`src/hdl/bsfe_pkg.sv`:
```
`default_nettype none

package bsfe_pkg;

  localparam logic [7:0]  FLAG_BYTE = 8'h7E;
  localparam logic [7:0]  ESC_BYTE  = 8'h7D;
  localparam logic [7:0]  ESC_XOR   = 8'h20;
  localparam logic [15:0] CRC_INIT  = 16'hFFFF;
  localparam logic [15:0] CRC_POLY  = 16'h1021;

  // One classified body word on its way from the front end to the emitter.
  typedef struct packed {
    logic [7:0]  data;
    logic        first;
    logic        last;
    logic [15:0] crc;
  } entry_t;

  // Fold one byte into a CRC-16, MSB first.
  function automatic logic [15:0] crc_fold(input logic [15:0] crc, input logic [7:0] b);
    logic [15:0] c;
    c = crc ^ {b, 8'h00};
    for (int i = 0; i < 8; i++) begin
      c = c[15] ? ({c[14:0], 1'b0} ^ CRC_POLY) : {c[14:0], 1'b0};
    end
    return c;
  endfunction

  function automatic logic needs_escape(input logic [7:0] b);
    return (b == FLAG_BYTE) || (b == ESC_BYTE);
  endfunction

endpackage

`default_nettype wire

```
`src/hdl/bsfe_if.sv`:
```
`default_nettype none

interface bsfe_in_if;
  logic       valid;
  logic       ready;
  logic [7:0] data_byte;
  logic       first_byte;
  logic       last_byte;

  modport source (output valid, output data_byte, output first_byte, output last_byte,
                  input ready);
  modport sink   (input valid, input data_byte, input first_byte, input last_byte,
                  output ready);
endinterface

interface bsfe_out_if;
  logic       valid;
  logic       ready;
  logic [7:0] line_byte;
  logic       run_last;

  modport source (output valid, output line_byte, output run_last, input ready);
  modport sink   (input valid, input line_byte, input run_last, output ready);
endinterface

`default_nettype wire

```
`src/hdl/bsfe_queue.sv`:
```
`default_nettype none

module bsfe_queue #(
  parameter int DEPTH = 4
) (
  input  wire logic             clk,
  input  wire logic             rst_n,
  input  wire logic             push,
  input  wire bsfe_pkg::entry_t push_entry,
  output logic                  not_full,
  input  wire logic             pop,
  output logic                  head_valid,
  output bsfe_pkg::entry_t      head_entry
);

  localparam int PW = (DEPTH > 1) ? $clog2(DEPTH) : 1;
  localparam int CW = $clog2(DEPTH + 1);

  bsfe_pkg::entry_t mem_r [DEPTH];
  logic [PW-1:0]    wr_ptr_r, wr_ptr_nxt;
  logic [PW-1:0]    rd_ptr_r, rd_ptr_nxt;
  logic [CW-1:0]    count_r, count_nxt;

  assign not_full   = (count_r != CW'(DEPTH));
  assign head_valid = (count_r != '0);
  assign head_entry = mem_r[rd_ptr_r];

  always_comb begin
    wr_ptr_nxt = wr_ptr_r;
    rd_ptr_nxt = rd_ptr_r;
    count_nxt  = count_r;
    if (push) begin
      wr_ptr_nxt = (wr_ptr_r == PW'(DEPTH - 1)) ? '0 : wr_ptr_r + 1'b1;
    end
    if (pop) begin
      rd_ptr_nxt = (rd_ptr_r == PW'(DEPTH - 1)) ? '0 : rd_ptr_r + 1'b1;
    end
    if (push && !pop) begin
      count_nxt = count_r + 1'b1;
    end else if (pop && !push) begin
      count_nxt = count_r - 1'b1;
    end
  end

  always_ff @(posedge clk) begin
    if (!rst_n) begin
      wr_ptr_r <= '0;
      rd_ptr_r <= '0;
      count_r  <= '0;
    end else begin
      wr_ptr_r <= wr_ptr_nxt;
      rd_ptr_r <= rd_ptr_nxt;
      count_r  <= count_nxt;
    end
  end

  always_ff @(posedge clk) begin
    if (push) begin
      mem_r[wr_ptr_r] <= push_entry;
    end
  end

  a_count_bound: assert property (@(posedge clk) disable iff (!rst_n)
    count_r <= CW'(DEPTH))
    else $error("queue count exceeds depth");

  a_count_up: assert property (@(posedge clk) disable iff (!rst_n)
    (push && !pop) |=> (count_r == CW'($past(count_r) + 1'b1)))
    else $error("queue count did not advance on push");

endmodule

`default_nettype wire

```
`src/hdl/bsfe_front.sv`:
```
`default_nettype none

module bsfe_front (
  input  wire logic        clk,
  input  wire logic        rst_n,
  bsfe_in_if.sink          in_if,
  input  wire logic        q_not_full,
  output logic             push,
  output bsfe_pkg::entry_t push_entry
);

  logic [15:0] crc_r, crc_nxt;
  logic [15:0] crc_base;
  logic [15:0] crc_new;

  assign in_if.ready = q_not_full;
  assign push        = in_if.valid && q_not_full;

  // Restart the CRC on an opening word, fold the word in.
  assign crc_base = in_if.first_byte ? bsfe_pkg::CRC_INIT : crc_r;
  assign crc_new  = bsfe_pkg::crc_fold(crc_base, in_if.data_byte);

  always_comb begin
    crc_nxt = crc_r;
    if (push) begin
      crc_nxt = in_if.last_byte ? bsfe_pkg::CRC_INIT : crc_new;
    end
  end

  always_comb begin
    push_entry.data  = in_if.data_byte;
    push_entry.first = in_if.first_byte;
    push_entry.last  = in_if.last_byte;
    push_entry.crc   = crc_new;
  end

  always_ff @(posedge clk) begin
    if (!rst_n) begin
      crc_r <= bsfe_pkg::CRC_INIT;
    end else begin
      crc_r <= crc_nxt;
    end
  end

endmodule

`default_nettype wire

```
`src/hdl/bsfe_back.sv`:
```
`default_nettype none

module bsfe_back (
  input  wire logic             clk,
  input  wire logic             rst_n,
  input  wire logic             q_valid,
  input  wire bsfe_pkg::entry_t q_head,
  output logic                  q_pop,
  bsfe_out_if.source            out_if
);

  typedef enum logic [5:0] {
    PH_IDLE   = 6'b000001,
    PH_OPEN   = 6'b000010,
    PH_DATA   = 6'b000100,
    PH_CRC_LO = 6'b001000,
    PH_CRC_HI = 6'b010000,
    PH_CLOSE  = 6'b100000
  } phase_t;

  phase_t           phase_r, phase_nxt;
  phase_t           phase_after;
  bsfe_pkg::entry_t cur_r;
  logic             esc_r, esc_nxt;
  logic             out_valid_r, out_valid_nxt;
  logic [7:0]       out_byte_r, out_byte_nxt;
  logic             out_last_r, out_last_nxt;

  logic       adv;
  logic       emit;
  logic       stuffed;
  logic       step_done;
  logic       finish;
  logic [7:0] cur_byte;
  logic [7:0] emit_byte;

  assign adv  = !out_valid_r || out_if.ready;
  assign emit = adv && (phase_r != PH_IDLE);

  always_comb begin
    cur_byte    = bsfe_pkg::FLAG_BYTE;
    stuffed     = 1'b0;
    phase_after = PH_IDLE;
    case (phase_r)
      PH_OPEN: begin
        phase_after = PH_DATA;
      end
      PH_DATA: begin
        cur_byte    = cur_r.data;
        stuffed     = 1'b1;
        phase_after = cur_r.last ? PH_CRC_LO : PH_IDLE;
      end
      PH_CRC_LO: begin
        cur_byte    = cur_r.crc[7:0];
        stuffed     = 1'b1;
        phase_after = PH_CRC_HI;
      end
      PH_CRC_HI: begin
        cur_byte    = cur_r.crc[15:8];
        stuffed     = 1'b1;
        phase_after = PH_CLOSE;
      end
      PH_CLOSE: begin
        phase_after = PH_IDLE;
      end
      default: begin
        phase_after = PH_IDLE;
      end
    endcase
  end

  // Split a special byte into escape then flipped byte.
  always_comb begin
    if (stuffed && bsfe_pkg::needs_escape(cur_byte) && !esc_r) begin
      emit_byte = bsfe_pkg::ESC_BYTE;
      step_done = 1'b0;
    end else begin
      emit_byte = esc_r ? (cur_byte ^ bsfe_pkg::ESC_XOR) : cur_byte;
      step_done = 1'b1;
    end
  end

  assign finish = emit && step_done && (phase_after == PH_IDLE);
  assign q_pop  = q_valid && ((phase_r == PH_IDLE) || finish);

  always_comb begin
    phase_nxt = phase_r;
    if (q_pop) begin
      phase_nxt = q_head.first ? PH_OPEN : PH_DATA;
    end else if (emit && step_done) begin
      phase_nxt = phase_after;
    end
  end

  assign esc_nxt = emit ? (stuffed && bsfe_pkg::needs_escape(cur_byte) && !esc_r) : esc_r;

  always_comb begin
    out_valid_nxt = out_valid_r;
    out_byte_nxt  = out_byte_r;
    out_last_nxt  = out_last_r;
    if (emit) begin
      out_valid_nxt = 1'b1;
      out_byte_nxt  = emit_byte;
      out_last_nxt  = finish;
    end else if (out_if.ready) begin
      out_valid_nxt = 1'b0;
    end
  end

  always_ff @(posedge clk) begin
    if (!rst_n) begin
      phase_r     <= PH_IDLE;
      esc_r       <= 1'b0;
      out_valid_r <= 1'b0;
    end else begin
      phase_r     <= phase_nxt;
      esc_r       <= esc_nxt;
      out_valid_r <= out_valid_nxt;
    end
  end

  always_ff @(posedge clk) begin
    if (q_pop) begin
      cur_r <= q_head;
    end
    out_byte_r <= out_byte_nxt;
    out_last_r <= out_last_nxt;
  end

  assign out_if.valid     = out_valid_r;
  assign out_if.line_byte = out_byte_r;
  assign out_if.run_last  = out_last_r;

  a_esc_phase: assert property (@(posedge clk) disable iff (!rst_n)
    esc_r |-> (phase_r == PH_DATA || phase_r == PH_CRC_LO || phase_r == PH_CRC_HI))
    else $error("escape pending outside a stuffed phase");

  a_esc_word: assert property (@(posedge clk) disable iff (!rst_n)
    $rose(esc_r) |-> (out_valid_r && out_byte_r == bsfe_pkg::ESC_BYTE && !out_last_r))
    else $error("escape pending without an escape word on the output");

endmodule

`default_nettype wire

```
`src/hdl/byte_stuffed_frame_encoder_top.sv`:
```
`default_nettype none

// Byte-stuffed frame encoder. Feed the body words of a frame (command,
// length, payload) on in_if with first_byte on the opening word and
// last_byte on the final one; line words come out on out_if. An opening
// word emits a 0x7E flag ahead of its data. Every body word is folded into
// a CRC-16 (poly 0x1021, init 0xFFFF, MSB first) and sent as is, or as
// 0x7D followed by the word XOR 0x20 when it equals 0x7E or 0x7D. The final
// word is followed by the CRC, low byte first and escaped the same way, and
// a closing 0x7E; the CRC then restarts from 0xFFFF. A word without a first
// mark after a frame closed continues with the restarted CRC and no flag.
// run_last marks the final line word caused by each input word. The front
// end computes the CRC in the accept cycle and queues the word
// (QUEUE_DEPTH entries); the emitter drains the queue and drives one line
// word per cycle while the output takes them, through an output register,
// so each input word gives its data word, or an escape pair, plus an opening
// flag when it opens and the CRC and closing flag when it is final.
// Sustained input rate is therefore set by the emitter's output. An input
// word passes through the queue, the emitter's word register and the output
// register before it reaches the line; the input keeps accepting while
// the queue has room, regardless of output backpressure.

module byte_stuffed_frame_encoder_top #(
  parameter int QUEUE_DEPTH = 4
) (
  input  wire logic   clk,
  input  wire logic   rst_n,
  bsfe_in_if.sink     in_if,
  bsfe_out_if.source  out_if
);

  logic             q_push;
  bsfe_pkg::entry_t q_push_entry;
  logic             q_not_full;
  logic             q_pop;
  logic             q_valid;
  bsfe_pkg::entry_t q_head;

  // Front end: take the word, run the CRC, queue the classified word.
  bsfe_front u_front (
    .clk        (clk),
    .rst_n      (rst_n),
    .in_if      (in_if),
    .q_not_full (q_not_full),
    .push       (q_push),
    .push_entry (q_push_entry)
  );

  // Decouple front end from emitter so each can stall on its own.
  bsfe_queue #(
    .DEPTH (QUEUE_DEPTH)
  ) u_queue (
    .clk        (clk),
    .rst_n      (rst_n),
    .push       (q_push),
    .push_entry (q_push_entry),
    .not_full   (q_not_full),
    .pop        (q_pop),
    .head_valid (q_valid),
    .head_entry (q_head)
  );

  // Emitter: flags, escapes and CRC bytes, one line word per cycle while the output takes them.
  bsfe_back u_back (
    .clk     (clk),
    .rst_n   (rst_n),
    .q_valid (q_valid),
    .q_head  (q_head),
    .q_pop   (q_pop),
    .out_if  (out_if)
  );

endmodule

`default_nettype wire

```
`src/flat_wrapper.sv`:
```
// flat-port wrapper written by rule: the top's interface ports become plain ports
module byte_stuffed_frame_encoder_top_flat 
#(
  parameter int QUEUE_DEPTH = 4
)
  (clk, rst_n, in_if_valid, in_if_data_byte, in_if_first_byte, in_if_last_byte, in_if_ready, out_if_valid, out_if_line_byte, out_if_run_last, out_if_ready);
  bsfe_in_if in_if_i ();
  bsfe_out_if out_if_i ();
  input  wire logic clk;
  input  wire logic rst_n;
  input wire logic [$bits(in_if_i.valid)-1:0] in_if_valid;
  input wire logic [$bits(in_if_i.data_byte)-1:0] in_if_data_byte;
  input wire logic [$bits(in_if_i.first_byte)-1:0] in_if_first_byte;
  input wire logic [$bits(in_if_i.last_byte)-1:0] in_if_last_byte;
  output wire logic [$bits(in_if_i.ready)-1:0] in_if_ready;
  output wire logic [$bits(out_if_i.valid)-1:0] out_if_valid;
  output wire logic [$bits(out_if_i.line_byte)-1:0] out_if_line_byte;
  output wire logic [$bits(out_if_i.run_last)-1:0] out_if_run_last;
  input wire logic [$bits(out_if_i.ready)-1:0] out_if_ready;
  assign in_if_i.valid = in_if_valid;
  assign in_if_i.data_byte = in_if_data_byte;
  assign in_if_i.first_byte = in_if_first_byte;
  assign in_if_i.last_byte = in_if_last_byte;
  assign in_if_ready = in_if_i.ready;
  assign out_if_valid = out_if_i.valid;
  assign out_if_line_byte = out_if_i.line_byte;
  assign out_if_run_last = out_if_i.run_last;
  assign out_if_i.ready = out_if_ready;
  byte_stuffed_frame_encoder_top #(.QUEUE_DEPTH(QUEUE_DEPTH)) u_core (.clk(clk), .rst_n(rst_n), .in_if(in_if_i), .out_if(out_if_i));
endmodule
```
`config.mk`:
```
export PLATFORM = sky130hd
export DESIGN_NAME = byte_stuffed_frame_encoder_top_flat
export DESIGN_NICKNAME = d
export VERILOG_FILES = /design/src/hdl/bsfe_pkg.sv /design/src/hdl/bsfe_if.sv /design/src/hdl/bsfe_queue.sv /design/src/hdl/bsfe_front.sv /design/src/hdl/bsfe_back.sv /design/src/hdl/byte_stuffed_frame_encoder_top.sv /design/src/flat_wrapper.sv
export SDC_FILE = /design/constraint.sdc
export NUM_CORES = 1
export LEC_CHECK = 0
export ABC_CLOCK_PERIOD_IN_PS = 4530
export BUFFER_PORTS_ARGS = -buffer_cell sky130_fd_sc_hd__buf_4
export CAP_MARGIN = 20
export CORE_MARGIN = 2
export CORE_UTILIZATION = 41
export DETAILED_ROUTE_END_ITERATION = 7
export PLACE_DENSITY_LB_ADDON = 0.08
export SLEW_MARGIN = 20
export SYNTH_ARGS = -nofsm -noshare
export SYNTH_HDL_FRONTEND = slang
export SYNTH_SLANG_ARGS = --single-unit
export TNS_END_PERCENT = 50
```
`constraint.sdc`:
```
create_clock -name clk -period 4.53 [get_ports clk]
set_input_delay 0.2265 -clock clk [delete_from_list [all_inputs] [get_ports clk]]
set_output_delay 0.2265 -clock clk [all_outputs]
set_load 0.01 [all_outputs]
```
# Yosys cells after proc, flatten, opt, wreduce, memory -nomap -nowiden

Memory sizes are Yosys's and may differ from the RTL's. A register that Yosys moved wholly into a read port is not among the register bits.
Index checks and enable logic that the tools add are counted.

Add/subtract/negate cells: 4
Eq/ne operators: 12
Mux-type cells: 29
Bitwise operators: 10
Reductions and logical operators: 21

Operators with widths:

| kind                  | number |
|---|---|
| $mux W13              | 8 |
| $mux W16              | 2 |
| $not A3 Y3            | 8 |
| $pmux W6 S4           | 1 |
| $pmux W8 S3           | 1 |
| $mux W6               | 3 |
| $eq A8 B7 Y1 const B  | 2 |
| $xor A16 B16 Y16      | 1 |
| $eq A6 B1 Y1 const B  | 2 |
| $logic_and A1 B1 Y1   | 9 |
| $mux W3               | 3 |
| $mux W2               | 4 |
| $eq A6 B2 Y1 const B  | 1 |
| $eq A6 B3 Y1 const B  | 1 |
| $eq A6 B4 Y1 const B  | 1 |
| $eq A6 B5 Y1 const B  | 1 |
| $mux W1               | 6 |
| $ne A6 B1 Y1 const B  | 1 |
| $reduce_bool A2 Y1    | 3 |
| $add A2 B1 Y2 const B | 2 |
| $eq A2 B2 Y1 const B  | 2 |
| $logic_not A1 Y1      | 4 |
| $mux W4               | 1 |
| $add A3 B1 Y3 const B | 1 |
| 6 further kinds       | 8 |

Register bits: 65
RAM bits: 104
Input port bits: 14
Word-level logic and storage cells: 89
Memories kept: 1

Memory list:

| memory               | words | bits a word | rd ports | clocked after Yosys merged registers in | write ports | line             | RTL |
|---|---|---|---|---|---|---|---|
| u_core.u_queue.mem_r | 4     | 26          | 1        | 1                                       | 1           | bsfe_queue.sv:19 | `bsfe_pkg::entry_t mem_r [DEPTH];` |

# Depth between registers and ports, before layout

Depth in word-level cells: 19
Depth in mapped cells: 13
Gate-level depth less buffers: 11

# Modules after synthesis

Synthesis repeated with hierarchy kept, for this count alone.

Cells, all modules: 472
Area, all modules: 7427.1 um^2

By module, submodules not included:

| module     | times used | cells each | area each (um^2) | seq. area each (um^2) |
|---|---|---|---|---|
| bsfe_queue | 1          | 181        | 4256.6           | 3303.2 |
| bsfe_back  | 1          | 134        | 1849.3           | 1181.1 |
| bsfe_front | 1          | 157        | 1321.3           | 320.3 |

# Worst setup path before layout

No wires, ideal clock.

Kind: register -> register
From: register u_core.u_back.phase_r[4]
To: register u_core.u_queue.count_r[2]
Library setup time: 72 ps
Arrival: 3235 ps
Data required time: 4458 ps
Path slack: 1223 ps
Cell stages (with the launch flop): 13
Path buffers: 1
Path through: dfxtp_1 buf_6 or4b_4 nor3_4 a21oi_2 a221o_2 o211ai_4 ha_1 inv_1 fa_1 xor2_1 or3_1 a21oi_1

Word-level cells in the longest chain between the ends: 14
Elaborated cells on any way between the ends: 27

RTL lines:

| item                                          | line             | RTL |
|---|---|---|
| start: declaration                            | bsfe_back.sv:21  | `phase_t phase_r, phase_nxt;` |
| start signal: assignment                      | bsfe_back.sv:116 | `phase_r <= phase_nxt;` |
| $eq A6 B5 Y1, or another cell as far along    | bsfe_back.sv:44  | `case (phase_r)` |
| $pmux W8 S3                                   | bsfe_back.sv:44  |  |
| $eq A8 B7 Y1                                  | bsfe_pkg.sv:30   | `return (b == FLAG_BYTE) \|\| (b == ESC_BYTE);` |
| $logic_or A1 B1 Y1                            | bsfe_pkg.sv:30   |  |
| $logic_and A1 B1 Y1 (2 in series)             | bsfe_back.sv:74  | `if (stuffed && bsfe_pkg::needs_escape(cur_byte) && !esc_r) begin` |
| $mux W1                                       | bsfe_back.sv:74  |  |
| $logic_and A1 B1 Y1 (2 in series)             | bsfe_back.sv:83  | `assign finish = emit && step_done && (phase_after == PH_IDLE);` |
| $logic_or A1 B1 Y1 (*)                        | bsfe_back.sv:84  | `assign q_pop = q_valid && ((phase_r == PH_IDLE) \|\| finish);` |
| $logic_and A1 B1 Y1 (*)                       | bsfe_back.sv:84  |  |
| $logic_not A1 Y1                              | bsfe_queue.sv:38 | `if (push && !pop) begin` |
| $logic_and A1 B1 Y1                           | bsfe_queue.sv:38 |  |
| $mux W3 or $reduce_bool A2 Y1 (tied branches) | --               |  |
| end signal: assignment                        | bsfe_queue.sv:53 | `count_r <= count_nxt;` |
| end: declaration                              | bsfe_queue.sv:22 | `logic [CW-1:0] count_r, count_nxt;` |

Every way passes the cells marked *; elsewhere a longest branch is shown, timed or not.
A chain may end at the register's enable or synchronous reset.

# Worst setup path in the final report

From: register u_core.u_back.phase_r[2]
To: register u_core.u_queue.count_r[2]

The elaborated chain is that of the path after synthesis.

==> impl_results.md <==
* Status: completed
* Vert. Die Dim at 133.9 um
* Pre-CTS setup slack at 731.8 ps
* Worst r2r dst: u_core.u_queue.count_r[2]$_SDFFE_PN0P_
* R2r setup slk at approximately 710 ps
* Via count at ~3700
* Met2 routed WL at 6834 um
* Worst-Skew Late Latency at approximately 420 ps
* Fin worst setup slack at roughly 710 ps
* R2r startpoint: u_core.u_back.phase_r[2]$_SDFFE_PN0P_
* Setup Crit Path Kind: reg -> reg
* DRT met1 WL at about 6500 um
* DR iter-0 viols at 315
* Clk_skew at about 12 ps
* Antenna cells at 0
* Vias per cell at roughly 5.3
* Max FO, Critical Path at 21
* Post CTS Setup Buffer Count at 0
* RSZ-0062 raised after global routing: no
* Setup crit end: u_core.u_queue.count_r[2]$_SDFFE_PN0P_
* Highest routed layer: met4
* Post-CTS sizing at 0
* Total track usage at 17.13%
* Startpoint types: flip-flop
* Mapped Nets at roughly 450
* Worst reg2reg path depth at 11
* Routed wl met3 at 610 um
* DRC violation count after routing at 0
* Post-synth EDFFs at ~140
* Final hold viol count at 0
* Post-Synthesis Cell Area at about 6900 um2
* Largest net degree at the start of global routing at 27
* Vias in the first global route at 3816
* Static leakage at ~0.0027 uW
* Post-DRT Antenna Nets at 0
* F_max at between 0.2 and 0.3 GHz
* Worst-Margin Slew at 882.6 ps
* I/O Buffers at 24
* First-pass GRT wire length at about 22000 um
* Core Box Area at ~17000 um2
* VDD IR max at roughly 0.29 mV
* Hold buffers post-CTS at 1
* Syn_area_per_cell at roughly 16 um2
* Initial antenna violation count at 0
* Gpl congestion at between 0.8 and 0.9
* Final WL at approximately 14000 um
* Fraction of registers with async set/reset at 0%
* Die area at 17930 um2
* Share of cells above drive strength 1 at roughly a fifth
* Inserted Clock Buffers at 17
* Clk root buf: clkbuf_16
* Clock Path Buffers at 2
* Synth Instances at 433
* Clk slew on worst S/H paths at 60 ps
* Post-detail-place hpwl at around 9000 um
* Period utilization at a little over four fifths
* Post-synth cell types at between 50 and 60
* Ports at 25
* Routed WL per cell at 20.46 um
* H-tree lvl count at 4
* Slew HR at ~40%
* MaxCap Viol Count at 0
* Ys flop type: edfxtp_1
* Setup violators final at 0
* Min-Delay Path Class: in -> reg
* Final Max Tran Viols at 0
* CP startpoint: u_core.u_back.phase_r[2]$_SDFFE_PN0P_
* Power density cells at ~630 nW/um2
* Core Rows at between 40 and 50
* Hold Slack at between 30 and 40 ps
* P&R area growth vs syn at 15.10%
* Flops & latches, synth at around 170
* CTS tree: done
* Ys Warns at 0
* Share of the yosys chip area belonging to registers at about 70%
* WP data arrival at approximately 4200 ps
* Setup crit end kind: flip-flop
* Critical Path RT at 4870 ps
* DIE WIDTH at approximately 130 um
* NumNets Final at a little under 500
* Clock Sink Count at 171
* Total gr overflow at 0
* Setup_tns at 0 ps
* Pre-antenna DRT Iters at 4
* Min Clock Period, post-route at 3817 ps
* Initial core utilization at between 40% and 50%
## metal layers
layer  up-vias  global-route usage (%)
met3        21                   4.082
met5         -                       0
met1      1884                   22.30
met2        81                   27.46
li1       1728                       -
met4         0                   7.683
## where the power goes
part,switching [uW],internal [uW]
clock,598,875
combinational,656,517
sequential,225,2140
## cell families after synthesis
kind of cell | synth area share, %
simple gates | 8.032
compound gates | 5.753
flops | 69.46
fa+ha+maj | 1.375
mux | 9.190
xor+xnor | 4.432
buf+inv | 1.755
## cell usage after synthesis (6+ instances only)
library cell / count / area, um2
edfxtp_1: 138 / 4144
dfxtp_1: 33 / 660.6
nor2_1: 30 / 112.6
mux4_2: 26 / 585.6
xnor2_1: 25 / 219.0
nand2_1: 24 / 90.09
clkbuf_1: 15 / 56.30
o22ai_1: 15 / 93.84
a21oi_1: 12 / 60.06
xor2_1: 10 / 87.58
nand3b_1: 9 / 67.56
nor3_1: 8 / 40.04
inv_1: 7 / 26.28
o21ai_0: 7 / 35.03
ha_1: 6 / 75.07
## sequential cells by signal, indices dropped and copies added (netlist names), named ones only
name and flops:
u_core.u_queue.mem_r 104, u_core.u_back.esc_r 1, u_core.u_back.out_if.run_last 1, u_core.u_back.out_if.valid 1, u_core.u_queue.rd_ptr_r 2, u_core.u_front.crc_r 16
u_core.u_queue.count_r 3, u_core.u_back.out_if.line_byte 8, u_core.u_back.phase_r 6, u_core.u_queue.wr_ptr_r 2, u_core.u_back.cur_r 25
## cells in the final DEF, fill, tap and decap left out, types with 3 or more instances in the layout
cell and count:
buf_4 33, nand3b_1 9, dfxtp_1 31, clkbuf_1 3, nor2_1 30, nand2_1 24
nor2b_1 5, or3_1 4, edfxtp_1 138, clkbuf_16 17, a211o_1 3, a21oi_1 12
mux4_2 26, ha_1 6, xnor2_1 25, mux2i_1 5, o21ai_0 7, bufinv_16 3
nor3_1 8, and3_1 4, inv_1 7, xor2_1 10, o22ai_1 15, inv_6 4
a22o_1 5, or2_2 3
## area by class of cell
class / count / area, um2
repair buffers: 34 / 257.7
clock inverters: 12 / 160.2
flip-flops and latches: 171 / 4807
multi-input cells: 233 / 1991
fillers: 1429 / 8563
well taps: 220 / 275.3
inverters: 9 / 33.78
clock buffers: 20 / 436.7
## per-stage QoR
| step | cell area [um2] | power (uW) | instances | util (%) |
|---|---|---|---|---|
| after detailed placement | 7355 | 3589 | 666 | 44.51 |
| final | 7961 | 5009 | 699 | 48.18 |
| after CTS | 7961 | 5067 | 699 | 48.18 |
| after global routing | 7961 | 5256 | 699 | 48.18 |
| after global placement | 7355 | 3578 | 666 | 44.51 |
| after floorplan | 6917 | 3152 | 433 | - |
## worst max-delay path, cell delays in order, from the launching register on
cell and delay (ps):
dfxtp_1 530, or4b_4 670, nor3_4 360, a21oi_2 90, a221o_2 450, o211ai_4 310
ha_1 240, inv_1 70, fa_1 420, xor2_1 160, or3_1 310, a21oi_1 140
## how the worst min path moves through the flow
stage | cells past startpoint | start | to
4_1_cts | 1 | in_if_data_byte[2] | u_core.u_queue.mem_r[3][20]$_DFFE_PP_
6_report | 1 | in_if_data_byte[2] | u_core.u_queue.mem_r[3][20]$_DFFE_PP_
5_1_grt | 1 | in_if_data_byte[2] | u_core.u_queue.mem_r[0][20]$_DFFE_PP_
3_5_place_dp | 1 | in_if_data_byte[4] | u_core.u_queue.mem_r[2][22]$_DFFE_PP_
3_3_place_gp | 1 | in_if_data_byte[4] | u_core.u_queue.mem_r[3][22]$_DFFE_PP_
2_1_floorplan | 0 | in_if_last_byte | u_core.u_queue.mem_r[0][16]$_DFFE_PP_
Note: power is estimated with default switching activity, not from simulation.
